### config.mk
export PLATFORM = sky130hd
export DESIGN_NAME = lidar_sector_obstacle_steer_top
export DESIGN_NICKNAME = d
export VERILOG_FILES = /design/src/sv/lsos_pkg.sv /design/src/sv/lsos_cfg_regs.sv /design/src/sv/lsos_core.sv /design/src/sv/lsos_out_buf.sv /design/src/sv/lidar_sector_obstacle_steer_top.sv
export SDC_FILE = /design/constraint.sdc
export NUM_CORES = 1
export LEC_CHECK = 0
export BUFFER_PORTS_ARGS = -buffer_cell sky130_fd_sc_hd__buf_2
export CORE_MARGIN = 2
export CORE_UTILIZATION = 50
export CTS_CLUSTER_DIAMETER = 120
export DETAILED_ROUTE_END_ITERATION = 12
export PLACE_DENSITY = 0.69
export RECOVER_POWER = 50
export REMOVE_ABC_BUFFERS = 1
export SETUP_SLACK_MARGIN = 0.02
export SYNTH_ARGS = -nofsm -noshare
export SYNTH_HDL_FRONTEND = slang
export SYNTH_SLANG_ARGS = --single-unit
### constraint.sdc
create_clock -name clk_i -period 7.22 [get_ports clk_i]
set_clock_uncertainty 0.05 [all_clocks]
set_input_delay 1.444 -clock clk_i [delete_from_list [all_inputs] [get_ports clk_i]]
set_output_delay 1.444 -clock clk_i [all_outputs]
set_load 0.02 [all_outputs]
### src/sv/lsos_pkg.sv
package lsos_pkg;

  // Scan geometry
  localparam int unsigned SCAN_LENGTH = 721;
  localparam int unsigned IDX_W       = $clog2(SCAN_LENGTH);

  localparam logic [IDX_W-1:0] RIGHT_LO = IDX_W'(0);
  localparam logic [IDX_W-1:0] RIGHT_HI = IDX_W'(143);
  localparam logic [IDX_W-1:0] FRONT_LO = IDX_W'(288);
  localparam logic [IDX_W-1:0] FRONT_HI = IDX_W'(431);
  localparam logic [IDX_W-1:0] LEFT_LO  = IDX_W'(576);
  localparam logic [IDX_W-1:0] LEFT_HI  = IDX_W'(713);
  localparam logic [IDX_W-1:0] LAST_IDX = IDX_W'(SCAN_LENGTH - 1);

  // Field widths
  localparam int unsigned RANGE_W = 16;
  localparam int unsigned SPEED_W = 10;
  localparam int unsigned RATE_W  = 11;
  localparam int unsigned OP_W    = 2;

  localparam int unsigned IN_DATA_W  = 16;
  localparam int unsigned IN_USER_W  = 2;
  localparam int unsigned OUT_DATA_W = 32;
  localparam int unsigned OUT_USER_W = 1;

  localparam int unsigned CFG_IDX_W  = 3;
  localparam int unsigned CFG_DATA_W = 16;

  // Register reset values
  localparam logic [RANGE_W-1:0] CLIP_RST       = RANGE_W'(3000);
  localparam logic [RANGE_W-1:0] FRONT_LIM_RST  = RANGE_W'(1500);
  localparam logic [SPEED_W-1:0] MAX_SPEED_RST  = SPEED_W'(300);
  localparam logic [SPEED_W-1:0] SPEED_STEP_RST = SPEED_W'(20);
  localparam logic [SPEED_W-1:0] TURN_SPEED_RST = SPEED_W'(20);
  localparam logic [SPEED_W-1:0] TURN_RATE_RST  = SPEED_W'(100);

  typedef enum logic [OP_W-1:0] {
    OP_SAMPLE = 2'd0,
    OP_FASTER = 2'd1,
    OP_SLOWER = 2'd2
  } op_e;

  typedef enum logic {
    KIND_DRIVE = 1'b0,
    KIND_SPEED = 1'b1
  } kind_e;

  typedef enum logic [CFG_IDX_W-1:0] {
    REG_CLIP       = 3'd0,
    REG_FRONT_LIM  = 3'd1,
    REG_MAX_SPEED  = 3'd2,
    REG_SPEED_STEP = 3'd3,
    REG_TURN_SPEED = 3'd4,
    REG_TURN_RATE  = 3'd5
  } cfg_idx_e;

  typedef struct packed {
    logic [RANGE_W-1:0] clip_distance;
    logic [RANGE_W-1:0] front_limit;
    logic [SPEED_W-1:0] max_speed;
    logic [SPEED_W-1:0] speed_step;
    logic [SPEED_W-1:0] turn_speed;
    logic [SPEED_W-1:0] turn_rate;
  } cfg_t;

  typedef struct packed {
    kind_e                     kind;
    logic [SPEED_W-1:0]        linear_speed;
    logic signed [RATE_W-1:0]  angular_rate;
    logic [SPEED_W-1:0]        speed_now;
  } res_t;

endpackage

### src/sv/lsos_cfg_regs.sv
module lsos_cfg_regs (
  input  logic                          clk_i,
  input  logic                          rst_ni,
  input  logic                          wr_en_i,
  input  logic [lsos_pkg::CFG_IDX_W-1:0]  wr_idx_i,
  input  logic [lsos_pkg::CFG_DATA_W-1:0] wr_data_i,
  output lsos_pkg::cfg_t                cfg_o
);
  import lsos_pkg::*;

  cfg_t cfg_q, cfg_d;

  always_comb begin
    cfg_d = cfg_q;
    if (wr_en_i) begin
      case (cfg_idx_e'(wr_idx_i))
        REG_CLIP:       cfg_d.clip_distance = wr_data_i[RANGE_W-1:0];
        REG_FRONT_LIM:  cfg_d.front_limit   = wr_data_i[RANGE_W-1:0];
        REG_MAX_SPEED:  cfg_d.max_speed     = wr_data_i[SPEED_W-1:0];
        REG_SPEED_STEP: cfg_d.speed_step    = wr_data_i[SPEED_W-1:0];
        REG_TURN_SPEED: cfg_d.turn_speed    = wr_data_i[SPEED_W-1:0];
        REG_TURN_RATE:  cfg_d.turn_rate     = wr_data_i[SPEED_W-1:0];
        default: ; // no register there
      endcase
    end
  end

  always_ff @(posedge clk_i or negedge rst_ni) begin
    if (!rst_ni) begin
      cfg_q.clip_distance <= CLIP_RST;
      cfg_q.front_limit   <= FRONT_LIM_RST;
      cfg_q.max_speed     <= MAX_SPEED_RST;
      cfg_q.speed_step    <= SPEED_STEP_RST;
      cfg_q.turn_speed    <= TURN_SPEED_RST;
      cfg_q.turn_rate     <= TURN_RATE_RST;
    end else begin
      cfg_q <= cfg_d;
    end
  end

  assign cfg_o = cfg_q;

endmodule

### src/sv/lsos_core.sv
module lsos_core (
  input  logic                          clk_i,
  input  logic                          rst_ni,
  input  lsos_pkg::cfg_t                cfg_i,
  input  logic                          in_valid_i,
  output logic                          in_ready_o,
  input  logic [lsos_pkg::OP_W-1:0]     in_op_i,
  input  logic [lsos_pkg::RANGE_W-1:0]  in_range_i,
  input  logic                          res_room_i,
  output logic                          res_push_o,
  output lsos_pkg::res_t                res_o
);
  import lsos_pkg::*;

  // input register
  logic               in_valid_q;
  logic [OP_W-1:0]    op_q;
  logic [RANGE_W-1:0] range_q;

  // scan and speed state
  logic [IDX_W-1:0]   idx_q, idx_d;
  logic [RANGE_W-1:0] right_q, right_d;
  logic [RANGE_W-1:0] front_q, front_d;
  logic [RANGE_W-1:0] left_q, left_d;
  logic [SPEED_W-1:0] speed_q, speed_d;

  logic               is_sample, is_faster, is_slower;
  logic               is_last, has_res, adv;
  logic [RANGE_W-1:0] right_base, front_base, left_base;
  logic [SPEED_W:0]   speed_sum;
  res_t               res;

  assign is_sample = (op_e'(op_q) == OP_SAMPLE);
  assign is_faster = (op_e'(op_q) == OP_FASTER);
  assign is_slower = (op_e'(op_q) == OP_SLOWER);
  assign is_last   = (idx_q == LAST_IDX);
  assign has_res   = is_faster || is_slower || (is_sample && is_last);
  assign adv       = in_valid_q && (!has_res || res_room_i);

  assign in_ready_o = !in_valid_q || adv;

  always_ff @(posedge clk_i or negedge rst_ni) begin
    if (!rst_ni) begin
      in_valid_q <= 1'b0;
    end else if (in_ready_o) begin
      in_valid_q <= in_valid_i;
    end
  end

  always_ff @(posedge clk_i) begin
    if (in_ready_o && in_valid_i) begin
      op_q    <= in_op_i;
      range_q <= in_range_i;
    end
  end

  always_comb begin
    // minima restart from the clip distance at the first sample of a scan
    right_base = (idx_q == '0) ? cfg_i.clip_distance : right_q;
    front_base = (idx_q == '0) ? cfg_i.clip_distance : front_q;
    left_base  = (idx_q == '0) ? cfg_i.clip_distance : left_q;

    right_d = right_base;
    front_d = front_base;
    left_d  = left_base;
    // right sector starts at index 0, only its upper bound needs a compare
    if (idx_q < RIGHT_HI && range_q < right_base) right_d = range_q;
    if (idx_q >= FRONT_LO && idx_q < FRONT_HI && range_q < front_base) front_d = range_q;
    if (idx_q >= LEFT_LO && idx_q < LEFT_HI && range_q < left_base)    left_d  = range_q;

    idx_d = is_last ? '0 : idx_q + IDX_W'(1);

    speed_sum = {1'b0, speed_q} + {1'b0, cfg_i.speed_step};
    speed_d   = speed_q;
    if (is_faster) begin
      speed_d = (speed_sum > {1'b0, cfg_i.max_speed}) ? cfg_i.max_speed
                                                       : speed_sum[SPEED_W-1:0];
    end else if (is_slower) begin
      speed_d = (cfg_i.speed_step > speed_q) ? '0 : speed_q - cfg_i.speed_step;
    end

    res = '0;
    if (is_sample) begin
      res.kind = KIND_DRIVE;
      if (front_d < cfg_i.front_limit) begin
        if (left_d < right_d) begin
          res.linear_speed = cfg_i.turn_speed;
          res.angular_rate = -$signed({1'b0, cfg_i.turn_rate});
        end else if (right_d < left_d) begin
          res.linear_speed = cfg_i.turn_speed;
          res.angular_rate = $signed({1'b0, cfg_i.turn_rate});
        end
      end else begin
        res.linear_speed = speed_q;
      end
    end else begin
      res.kind      = KIND_SPEED;
      res.speed_now = speed_d;
    end
  end

  always_ff @(posedge clk_i or negedge rst_ni) begin
    if (!rst_ni) begin
      idx_q   <= '0;
      right_q <= CLIP_RST;
      front_q <= CLIP_RST;
      left_q  <= CLIP_RST;
      speed_q <= '0;
    end else if (adv) begin
      if (is_sample) begin
        idx_q   <= idx_d;
        right_q <= right_d;
        front_q <= front_d;
        left_q  <= left_d;
      end
      speed_q <= speed_d;
    end
  end

  assign res_push_o = adv && has_res;
  assign res_o      = res;

  a_idx_range: assert property (@(posedge clk_i) disable iff (!rst_ni)
    idx_q <= LAST_IDX)
    else $error("sample index beyond scan");

  a_scan_wrap: assert property (@(posedge clk_i) disable iff (!rst_ni)
    adv && is_sample && is_last |=> idx_q == '0)
    else $error("scan did not wrap after last sample");

  a_push_room: assert property (@(posedge clk_i) disable iff (!rst_ni)
    res_push_o |-> res_room_i)
    else $error("result pushed without room");

  a_faster_clamp: assert property (@(posedge clk_i) disable iff (!rst_ni)
    adv && is_faster |=> speed_q <= $past(cfg_i.max_speed))
    else $error("set speed above max after speed up");

endmodule

### src/sv/lsos_out_buf.sv
module lsos_out_buf (
  input  logic           clk_i,
  input  logic           rst_ni,
  input  logic           push_i,
  input  lsos_pkg::res_t push_data_i,
  output logic           room_o,
  output logic           out_valid_o,
  input  logic           out_ready_i,
  output lsos_pkg::res_t out_data_o
);
  import lsos_pkg::*;

  logic out_valid_q, skid_valid_q;
  res_t out_q, skid_q;
  logic pop;

  assign pop    = out_valid_q && out_ready_i;
  assign room_o = !skid_valid_q;

  always_ff @(posedge clk_i or negedge rst_ni) begin
    if (!rst_ni) begin
      out_valid_q  <= 1'b0;
      skid_valid_q <= 1'b0;
    end else if (pop) begin
      if (skid_valid_q) begin
        skid_valid_q <= 1'b0;
      end else begin
        out_valid_q <= push_i;
      end
    end else if (push_i) begin
      if (out_valid_q) begin
        skid_valid_q <= 1'b1;
      end else begin
        out_valid_q <= 1'b1;
      end
    end
  end

  always_ff @(posedge clk_i) begin
    if (pop) begin
      if (skid_valid_q) begin
        out_q <= skid_q;
      end else if (push_i) begin
        out_q <= push_data_i;
      end
    end else if (push_i) begin
      if (out_valid_q) begin
        skid_q <= push_data_i;
      end else begin
        out_q <= push_data_i;
      end
    end
  end

  assign out_valid_o = out_valid_q;
  assign out_data_o  = out_q;

  a_skid_order: assert property (@(posedge clk_i) disable iff (!rst_ni)
    skid_valid_q |-> out_valid_q)
    else $error("skid holds an item ahead of the output register");

  a_skid_drain: assert property (@(posedge clk_i) disable iff (!rst_ni)
    pop && skid_valid_q |=> out_valid_q && !skid_valid_q)
    else $error("skid item lost on drain");

endmodule

### src/sv/lidar_sector_obstacle_steer_top.sv
// Channel  | Dir | Handshake             | Payload
// s_axis   | in  | tvalid/tready         | tuser: operation; tdata: range_mm
// m_axis   | out | tvalid/tready         | tuser: kind; tdata: linear_speed,
//          |     |                       |   angular_rate, speed_now
// cfg      | in  | cfg_valid/cfg_ready   | cfg_index, cfg_data (always ready)
//
// One item per cycle sustained while the skid entry has room. An accepted item
// is held in the input register, then its state update and result go through one
// level of logic into a two-entry output buffer (output register plus skid), from
// which a result is presented once its item leaves the input register.
// s_axis_tready depends only on registered state; it drops when the input
// register holds an item with a result and the skid entry is full.
// Reset zeroes the scan index, set speed and valid flags and returns the config
// registers to their defaults.
module lidar_sector_obstacle_steer_top (
  input  logic                             clk_i,
  input  logic                             rst_ni,
  // slave stream
  input  logic                             s_axis_tvalid_i,
  output logic                             s_axis_tready_o,
  input  logic [lsos_pkg::IN_DATA_W-1:0]   s_axis_tdata_i,  // [15:0] range_mm
  input  logic [lsos_pkg::IN_USER_W-1:0]   s_axis_tuser_i,  // [1:0] operation
  // master stream
  output logic                             m_axis_tvalid_o,
  input  logic                             m_axis_tready_i,
  // [9:0] linear_speed, [20:10] angular_rate, [30:21] speed_now, [31] zero
  output logic [lsos_pkg::OUT_DATA_W-1:0]  m_axis_tdata_o,
  output logic [lsos_pkg::OUT_USER_W-1:0]  m_axis_tuser_o,  // [0] kind
  // configuration writes
  input  logic                             cfg_valid_i,
  output logic                             cfg_ready_o,
  input  logic [lsos_pkg::CFG_IDX_W-1:0]   cfg_index_i,
  input  logic [lsos_pkg::CFG_DATA_W-1:0]  cfg_data_i
);
  import lsos_pkg::*;

  cfg_t cfg;
  res_t res, out_res;
  logic res_push, res_room;

  assign cfg_ready_o = 1'b1;

  lsos_cfg_regs u_cfg (
    .clk_i     (clk_i),
    .rst_ni    (rst_ni),
    .wr_en_i   (cfg_valid_i),
    .wr_idx_i  (cfg_index_i),
    .wr_data_i (cfg_data_i),
    .cfg_o     (cfg)
  );

  lsos_core u_core (
    .clk_i      (clk_i),
    .rst_ni     (rst_ni),
    .cfg_i      (cfg),
    .in_valid_i (s_axis_tvalid_i),
    .in_ready_o (s_axis_tready_o),
    .in_op_i    (s_axis_tuser_i[OP_W-1:0]),
    .in_range_i (s_axis_tdata_i[RANGE_W-1:0]),
    .res_room_i (res_room),
    .res_push_o (res_push),
    .res_o      (res)
  );

  lsos_out_buf u_out (
    .clk_i       (clk_i),
    .rst_ni      (rst_ni),
    .push_i      (res_push),
    .push_data_i (res),
    .room_o      (res_room),
    .out_valid_o (m_axis_tvalid_o),
    .out_ready_i (m_axis_tready_i),
    .out_data_o  (out_res)
  );

  // pack result fields, lowest first
  assign m_axis_tdata_o = {1'b0, out_res.speed_now, out_res.angular_rate,
                           out_res.linear_speed};
  assign m_axis_tuser_o = out_res.kind;

endmodule

==> run_results.csv, run 1 <==
group,metric,value,unit
status,status,"finished with violations",
status,violations,"max-capacitance violations, max-slew violations",
worst_setup_path,crit_path_max_fanout,13,
worst_setup_path,timing.rr.end,"u_out.out_data_o[17]",
global_routing,grt_first_pass_wirelength,53900,um
power_and_ir_drop,p_leak,0.00657,uW
place,hpwl,24300,um
layout,regArea,0.00610,mm2
logic_synthesis,synthCells,1327,
timing,drv_slew,130,
logic_synthesis,synth_seq_cells,225,
global_routing,gr-total-overflow,0,
clocking,cts_max_path_buffers,3,
global_routing,grt_max_degree,90,
die,coreArea,0.0268,mm2
die,die_area,0.0284,mm2
power_and_ir_drop,pwr_density_cell,484,mW/mm2
worst_hold_path,min_path_cells,2,
place,portBuffers,75,
logic_synthesis,synthDistinctLibCells,72,
worst_setup_path,path_class,"reg -> reg",
clocking,cts_tree,"done",
die,initial_core_util,50.5,%
drt,route.detailed.drc,0,
global_routing,track_usage,23.9,%
worst_setup_path,critPathLaunchType,"flip-flop",
layout,drive_gt1_share,19.9,%
die,fp.dieH,169,um
clocking,root_buffer,"clkbuf_16",
power_and_ir_drop,vdd_ir_drop_max,230,uV
worst_hold_path,whs_endpoint,"u_core.front_q[8]",
clocking,path_clk_slew,60,ps
logic_synthesis,synth-edff-count,82,
logic_synthesis,yosysSeqAreaShare,45.0,%
worst_setup_path,rr_worst_depth,25,
worst_setup_path,worst_ep_required_time,7550,ps
drt,ant_nets,0,
timing,slew_headroom,-229,%
worst_hold_path,hold_class,"reg -> reg",
layout,final_core_util,56.5,%
drt,avgViaCountPerCell,5.76,
drt,avgRoutedWirePerCell,19.2,um
layout,nets,1536,
global_routing,grt_pass1_vias,9900,
worst_setup_path,rr_startpoint,"u_core.idx_q[0]",
worst_setup_path,cp_data_arrival_time,7000,ps
die,pin_count,78,
global_routing,antenna_found_initial,0,
clocking,cts_buffers,26,
timing,period_needed,6660,ps
clocking,cts.hold.buffers_added,0,
timing,holdWs,414,ps
logic_synthesis,avgSynthCellArea,10.2,um2
logic_synthesis,ys.flop_type,"dfrtp_1",
layout,n_antenna_cell,0,
layout,multi_input_area,0.00688,mm2
logic_synthesis,mappedNetlistArea,0.0135,mm2
timing,setup_viol,0,
run,timing.max_cap.violations,2,
timing,tightest_slew,4930,ps
logic_synthesis,synthArstFlopShare,63.6,%
clocking,clk_latency,540,ps
die,die-width,169,um
layout,fill_cells,2330,
worst_hold_path,min_from,"u_core.front_q[8]",
layout,most-common-layout-cells,"nand2_1, ha_1, dfrtp_1",
layout,synthToLayoutAreaGrowth,11.7,%
die,fp-row-count,60,
timing,fmax,0.150,GHz
layout,layout_commonest_cell,"nand2_1",
timing,rsz0062_at_grt,"no",
worst_setup_path,endpoint_kind,"flip-flop",
place,place_congestion,0.927,
timing,post-route-period-util,92.3,%
drt,first_iter_violations,630,
timing,finalHoldViolCount,0,
clocking,htreeDepth,1,
clocking,clock-sinks,225,
drt,wirelength,33400,um
logic_synthesis,synth_warnings,0,
worst_setup_path,worst-r2r-setup-slack,560,ps
drt,dr.pass1.iters,5,
drt,vias,10000,
worst max-delay path, cell delays in order, from the launching register on:
cell and delay [ps]:
dfrtp_1 420, inv_1 70, ha_1 150, nor3b_2 350, and3_2 380, buf_4 210
and2_1 190, a21oi_1 90, ha_1 330, a211oi_1 230, o21ai_0 120, o2111ai_1 210
nand2_1 140, nor2_2 160, buf_4 220, mux2i_1 310, ha_1 310, a21o_1 180
a21o_1 170, a2111oi_0 390, o21ai_0 290, nor3_1 280, a31oi_2 120, buf_4 220
or4_1 690, o21ai_1 200
worst max-delay path by stage:
stage | from | end | slack [ps] | depth (start not counted)
after global routing | rst_ni | u_core.speed_q[3] | 40 | 2
after detailed placement | u_core.idx_q[0] | u_out.out_data_o[11] | 570 | 25
after floorplan | u_core.idx_q[0] | u_out.out_data_o[11] | -390 | 21
after global placement | u_core.idx_q[0] | u_out.out_data_o[12] | 670 | 25
final | u_core.idx_q[0] | u_out.out_data_o[17] | 560 | 25
after CTS | u_core.idx_q[0] | u_out.out_data_o[17] | 510 | 25
power breakdown:
group	leakage (uW)	switching, uW	internal (uW)	total (uW)
Clock	0.000433	548	842	1390
Sequential	0.00246	233	1770	2010
Combinational	0.00367	2320	1600	3920
Total	0.00657	3100	4220	7320
registers in the layout, indices dropped and copies added, names as in the netlist:
signal,cells
u_cfg.cfg_o,72
u_core.front_q,16
u_core.idx_q,10
u_core.in_valid_q,1
u_core.left_q,16
u_core.op_q,2
u_core.range_q,16
u_core.right_q,16
u_core.speed_q,10
u_out.out_data_o,32
u_out.out_valid_o,1
u_out.skid_q,32
u_out.skid_valid_q,1
synthesized netlist by cell type, types with 4 or more instances:
cell,n,share of area (%)
o21a_1,8,0.44
mux2_2,87,7.2
buf_1,7,0.19
edfxtp_1,82,18
a31oi_1,6,0.28
nor2_1,46,1.3
or3_1,11,0.51
o22ai_1,4,0.18
clkbuf_1,54,1.5
xnor2_1,11,0.71
dfrtp_1,97,18
nand4_1,15,0.69
nor4_1,12,0.55
o21ai_1,10,0.37
a221oi_1,8,0.52
nand2b_1,11,0.51
nand3_1,22,0.81
or4_1,8,0.44
a311oi_1,5,0.32
a211oi_1,6,0.33
and2_1,34,1.6
nor2b_1,10,0.46
or2_2,6,0.28
nor3b_1,9,0.50
xor2_1,6,0.39
o21ai_0,90,3.3
nor3_1,19,0.70
and3_1,13,0.60
buf_2,9,0.33
o31ai_1,7,0.39
inv_1,81,2.2
a21oi_1,91,3.4
a22o_1,16,1.0
a21o_1,21,1.2
dfstp_2,46,8.9
mux2i_1,51,3.8
nand2_1,142,3.9
ha_1,112,10
a2111oi_0,8,0.52
per-layer routing:
metal  track usage, %  share of wire (%)  vias to the layer above
met4             6.45                2.7                        0
met1             33.7                 47                     4867
li1                 -                  -                     4908
met5                0                  0                        -
met3             2.67                3.8                       45
met2             39.6                 46                      216
stage by stage:
| stage | worst slack [ps] | instance area, um2 | setup TNS, ps | std cells | power, uW |
|---|---|---|---|---|---|
| 6_report | 555 | 15100 | 0 | 1741 | 7320 |
| 5_1_grt | 43.1 | 15100 | 0 | 1741 | 7900 |
| 4_1_cts | 509 | 15200 | 0 | 1741 | 7310 |
| 3_5_place_dp | 569 | 14300 | 0 | 1693 | 5890 |
| 3_3_place_gp | 673 | 14300 | 0 | 1693 | 5800 |
| 2_1_floorplan | -385 | 13200 | -13750 | 1254 | 4750 |
repair_timing:
action / CTS / global route
endpoints found under the hold margin: 0 / 0
gates resized for setup: 0 / 1
setup endpoints to repair: 0 / 10
buffers inserted: 0 / 0
cell families after synthesis:
logic type | count (synthesis) | synth area share (%)
adder cells (fa/ha/maj) | 114 | 10.6
other | 2 | 0.0554
buffers and inverters | 155 | 4.49
XOR/XNOR | 17 | 1.10
multiplexers | 139 | 11.1
flip-flops | 225 | 45.0
AO/OA/AOI/OAI | 307 | 14.1
AND/OR/NAND/NOR | 368 | 13.5
cell type report:
type / instances / area share, %
multi-input cells: 947 / 45.5
flip-flops and latches: 225 / 40.3
clock buffers: 28 / 4.35
repair buffers: 98 / 3.38
well taps: 341 / 2.82
inverters: 82 / 2.03
clock inverters: 20 / 1.64
Power figures use the tool's default switching activity.
==> inputs of run 2 (changes only) <==
--- a/config.mk
+++ b/config.mk
@@ -6,6 +6,7 @@
 export NUM_CORES = 1
 export LEC_CHECK = 0
 export BUFFER_PORTS_ARGS = -buffer_cell sky130_fd_sc_hd__buf_2
+export CORE_ASPECT_RATIO = 1.2
 export CORE_MARGIN = 2
 export CORE_UTILIZATION = 50
 export CTS_CLUSTER_DIAMETER = 120
==> run_results.csv, run 2 (synthesis results as in run 1) <==
group,metric,value,unit
global_routing,grt_max_degree,76,
clocking,cts_tree,"done",
global_routing,track_usage,23.4,%
timing,finalSetupTns,0,ps
timing,finalHoldViolCount,0,
timing,holdWs,412,ps
clocking,clk_latency,520,ps
worst_setup_path,critPathSlowestCell,"a2111oi_0",
clocking,post_cts_buffers,0,
place,portBuffers,75,
drt,dr.pass1.iters,5,
worst_setup_path,worstPathCellList,"nor4_2, nand3_1, a21oi_1, ha_1, and3_1, a311o_1, a2111oi_0, o21ai_2, mux2i_1, ha_1, a2111oi_0, o21ai_2, a211oi_1, nor2_1, or4_1, o21ai_1",
clocking,cts_buffers,24,
drt,route.detailed.drc,0,
worst_setup_path,path_buf_inv,0,
worst_setup_path,endpoint_kind,"flip-flop",
layout,final_core_util,55.7,%
power_and_ir_drop,p_leak,0.00644,uW
die,fp.dieH,184,um
clocking,htreeDepth,1,
power_and_ir_drop,total_power,7180,uW
run,timing.max_cap.violations,4,
clocking,cts.hold.buffers_added,0,
timing,setup_viol,0,
worst_setup_path,path_class,"reg -> reg",
die,die-width,154,um
worst_setup_path,crit_path_max_fanout,11,
layout,fill_cells,2374,
layout,n_antenna_cell,0,
clocking,cts_max_path_buffers,3,
drt,vias,10100,
die,fp-row-count,66,
timing,tightest_slew,4200,ps
status,status,"finished with violations",
worst_setup_path,worst_path_largest_cell_delay,820,ps
global_routing,grt_pass1_vias,9911,
worst_setup_path,crit_family,"compound AO/OA/AOI/OAI gates",
timing,post-route-period-util,93.2,%
layout,most-common-layout-cells,"nand2_1, ha_1, dfrtp_1",
timing,period_needed,6730,ps
global_routing,gr-total-overflow,0,
layout,stdcell_area,0.0150,mm2
timing,drv_slew,206,
worst_setup_path,worst_ep_required_time,7530,ps
layout,largest_reg_flops,72,
timing,fmax,0.149,GHz
clocking,path_clk_slew,60,ps
place,hpwl,25000,um
clocking,cts_resized,0,
layout,synthToLayoutAreaGrowth,10.7,%
die,die_area,0.0284,mm2
clocking,clock-sinks,225,
status,violations,"max-capacitance violations, max-slew violations",
layout,drive_gt1_share,17.9,%
power_and_ir_drop,vdd_ir_drop_max,279,uV
layout,regArea,0.00610,mm2
global_routing,antenna_found_initial,0,
timing,rsz0062_at_grt,"no",
timing,slew_headroom,-180,%
place,place_area,0.0143,mm2
die,coreArea,0.0269,mm2
layout,multi_input_area,0.00688,mm2
global_routing,grt_first_pass_wirelength,52800,um
die,initial_core_util,50.3,%
worst_setup_path,critPathLaunchType,"flip-flop",
layout,layout_commonest_cell,"nand2_1",
place,place_congestion,0.960,
drt,first_iter_violations,521,
worst_setup_path,cp_data_arrival_time,7040,ps
die,pin_count,78,
layout,nets,1533,
worst_hold_path,hold_class,"reg -> reg",
power_and_ir_drop,pwr_density_cell,478,mW/mm2
drt,avgRoutedWirePerCell,19.3,um
drt,wirelength,33400,um
drt,avgViaCountPerCell,5.83,
clocking,root_buffer,"clkbuf_16",
drt,ant_nets,0,
-- run 2: cell count changes in the layout (fill, tap and decap cells not counted), moves of 2 or more --
| cell | change |
|---|---|
| clkinvlp_2 | +3 |
| clkinv_2 | -2 |
| clkinv_1 | -2 |
| clkbuf_1 | +25 |
| buf_2 | -25 |
| bufinv_16 | -2 |
-- run 2: final timing paths --
kind	cells past startpoint	end	from	slack (ps)
setup / recovery	16	u_out.out_data_o[12]	u_core.idx_q[8]	490
hold / removal	2	u_core.front_q[8]	u_core.front_q[8]	410
setup reg to reg	16	u_out.out_data_o[12]	u_core.idx_q[8]	490
hold reg to reg	2	u_core.front_q[8]	u_core.front_q[8]	410
max in group asynchronous	2	u_core.speed_q[0]	rst_ni	1450
min in group asynchronous	1	u_cfg.cfg_o[68]	rst_ni	2340
-- run 2: layout make-up --
class | count | share of cell area (%)
clock buffer | 29 | 4.34
inverter | 82 | 2.05
timing repair buffer | 97 | 3.20
multi-input combinational | 947 | 45.9
clock inverter | 15 | 1.05
sequential | 225 | 40.7
tap | 340 | 2.84
-- run 2: power by group --
part / internal, uW / leakage [uW] / switching, uW / total, uW
logic: 1600 / 0.00360 / 2310 / 3920
registers: 1770 / 0.00246 / 232 / 2010
clock network: 748 / 0.000377 / 503 / 1250
total: 4130 / 0.00644 / 3050 / 7180
-- run 2: worst reg2reg max path: stages (launching register included) --
cell and delay, ps:
dfrtp_1 500, nor4_2 380, nand3_1 420, a21oi_1 400, ha_1 300, and3_1 180, a311o_1 390, a2111oi_0 530
o21ai_2 310, mux2i_1 380, ha_1 320, a2111oi_0 820, o21ai_2 150, a211oi_1 460, nor2_1 110, or4_1 660
o21ai_1 220
-- run 2: per-layer routing --
layer	global-route usage, %	wire length [um]	vias up	part of all wire [%]
li1	-	-	4895	-
met1	29.9	14400	4876	43
met2	40.6	16300	258	49
met3	2.59	1300	83	3.9
met4	10.1	1460	0	4.4
met5	0	0	-	0
-- run 2: through the flow --
step                setup WS [ps]  instances
finish                        489       1735
global route                 34.9       1735
CTS                           511       1735
global placement              714       1691
floorplan                    -385       1254
detailed placement            574       1691
==> inputs of run 3 (changes only) <==
--- a/config.mk
+++ b/config.mk
@@ -7,7 +7,6 @@
 export LEC_CHECK = 0
 export BUFFER_PORTS_ARGS = -buffer_cell sky130_fd_sc_hd__buf_2
 export CORE_ASPECT_RATIO = 1.2
-export CORE_MARGIN = 2
 export CORE_UTILIZATION = 50
 export CTS_CLUSTER_DIAMETER = 120
 export DETAILED_ROUTE_END_ITERATION = 12
==> run_results.csv, run 3 (synthesis results as in run 1) <==
group,metric,value,unit
layout,synthToLayoutAreaGrowth,10.5,%
timing,fmax,0.150,GHz
clocking,cts_tree,"done",
worst_setup_path,crit_family,"compound AO/OA/AOI/OAI gates",
layout,n_antenna_cell,0,
timing,drv_slew,206,
die,coreArea,0.0264,mm2
power_and_ir_drop,p_leak,0.00645,uW
timing,setup_viol,0,
drt,ant_nets,0,
drt,first_iter_violations,575,
global_routing,grt_pass1_vias,9980,
worst_hold_path,hold_class,"reg -> reg",
layout,layout_commonest_cell,"nand2_1",
place,dp_slack,257,ps
worst_setup_path,cp_data_arrival_time,7010,ps
timing,holdWs,411,ps
clocking,cts.hold.buffers_added,0,
layout,most-common-layout-cells,"nand2_1, ha_1, dfrtp_1",
drt,vias,10100,
layout,largest_reg_flops,72,
power_and_ir_drop,vdd_ir_drop_max,260,uV
worst_setup_path,worst_ep_required_time,7540,ps
worst_setup_path,critPathSlowestCell,"or4_1",
status,violations,"design-rule violations, max-capacitance violations, max-slew violations",
drt,wirelength,33200,um
worst_setup_path,endpoint_kind,"flip-flop",
die,fp-row-count,65,
worst_setup_path,path_depth,23,
die,fp.dieH,182,um
worst_setup_path,worst_path_largest_cell_delay,630,ps
worst_setup_path,crit_path_max_fanout,11,
layout,drive_gt1_share,18.1,%
status,status,"finished with violations",
global_routing,gr-total-overflow,0,
layout,fill_cells,2292,
place,place_congestion,1.00,
timing,finalHoldViolCount,0,
timing,rsz0062_at_grt,"no",
timing,tightest_slew,4240,ps
clocking,cts_max_path_buffers,3,
global_routing,antenna_found_initial,0,
timing,timing.final.ws_setup,531,ps
die,die-width,152,um
clocking,clock-sinks,225,
worst_setup_path,rr_worst_depth,23,
drt,route.detailed.drc,7,
timing,slew_headroom,-183,%
die,pin_count,78,
place,hpwl,24500,um
global_routing,track_usage,24.5,%
drt,dr.pass1.iters,10,
drt,avgRoutedWirePerCell,19.2,um
drt,avgViaCountPerCell,5.84,
clocking,cts_buffers,24,
clocking,clk_latency,530,ps
global_routing,grt_first_pass_wirelength,53800,um
clocking,path_clk_slew,60,ps
die,die_area,0.0278,mm2
worst_setup_path,critPathLaunchType,"flip-flop",
worst_setup_path,path_class,"reg -> reg",
timing,post-route-period-util,92.6,%
timing,period_needed,6690,ps
worst_setup_path,worstPathCellList,"inv_1, ha_1, nor3b_2, and3_2, buf_4, and2_1, a21oi_1, ha_1, a21oi_1, a21boi_0, a311o_1, a2111oi_1, o21ai_2, buf_4, mux2i_1, ha_1, a2111oi_0, o21ai_2, a211oi_1, buf_4, nor2_1, or4_1, o21ai_1",
global_routing,grt_max_degree,77,
worst_setup_path,path_buf_inv,4,
clocking,htreeDepth,1,
layout,nets,1533,
place,portBuffers,75,
power_and_ir_drop,pwr_density_cell,477,mW/mm2
clocking,root_buffer,"clkbuf_16",
worst_hold_path,min_path_cells,2,
run,timing.max_cap.violations,4,
die,initial_core_util,51.3,%
-- run 3: cell types whose count changed in the layout (fill, tap and decap cells not counted), moves of 2 or more --
| cell | change |
|---|---|
| bufinv_16 | -3 |
| clkbuf_8 | +2 |
| clkinv_2 | +4 |
| clkinv_4 | +2 |
| clkinvlp_2 | -3 |
| clkinvlp_4 | -3 |
-- run 3: metal layers --
metal,GRT usage (%),vias up,share of wire [%]
met5,0,-,0
met4,10.4,0,4.1
met3,3.16,71,4.9
met2,42.3,270,48
met1,31.0,4850,43
li1,-,4899,-
-- run 3: layout make-up --
cell class	instances	area, um2	area share [%]
multi-input cells	947	6880	46.0
flip-flops and latches	225	6100	40.7
clock buffers	31	701	4.68
repair buffers	97	488	3.26
well taps	335	419	2.80
inverters	82	308	2.06
clock inverters	12	72.6	0.485
-- run 3: worst min-delay path, delay by kind of cell, from the launching register on --
kind,cells,cell delay (ps)
and+or+nand+nor,2,100
DFF,1,370
-- run 3: timing repair --
| action | CTS | global route |
|---|---|---|
| endpoints found under the setup margin | 0 | 40 |
| resized for setup | 0 | 2 |
| setup buffers | 0 | 1 |
| endpoints found under the hold margin | 0 | 0 |
-- run 3: worst paths after layout --
kind	startpoint	endpoint	slack, ps
max in group asynchronous	rst_ni	u_cfg.cfg_o[20]	1430
min in group asynchronous	rst_ni	u_cfg.cfg_o[66]	2370
min	u_core.front_q[11]	u_core.front_q[11]	410
max reg2reg	u_core.idx_q[1]	u_out.out_data_o[15]	530
max	u_core.idx_q[1]	u_out.out_data_o[15]	530
min reg2reg	u_core.front_q[11]	u_core.front_q[11]	410
-- run 3: through the flow --
stage          total power (uW)  area [um2]  util [%]  setup TNS [ps]  cells
2_1_floorplan              4750       13200         -          -13750   1254
3_3_place_gp               5800       14300      54.0               0   1685
3_5_place_dp               5890       14300      54.0               0   1685
4_1_cts                    7140       15000      56.9               0   1728
5_1_grt                    7690       15000      56.6               0   1729
6_report                   7150       15000      56.6               0   1729
-- run 3: power breakdown --
part / switching [uW] / leakage, uW / internal, uW / total (uW)
combinational: 2330 / 0.00360 / 1610 / 3940
clock: 521 / 0.000389 / 687 / 1210
sequential: 227 / 0.00246 / 1770 / 2000
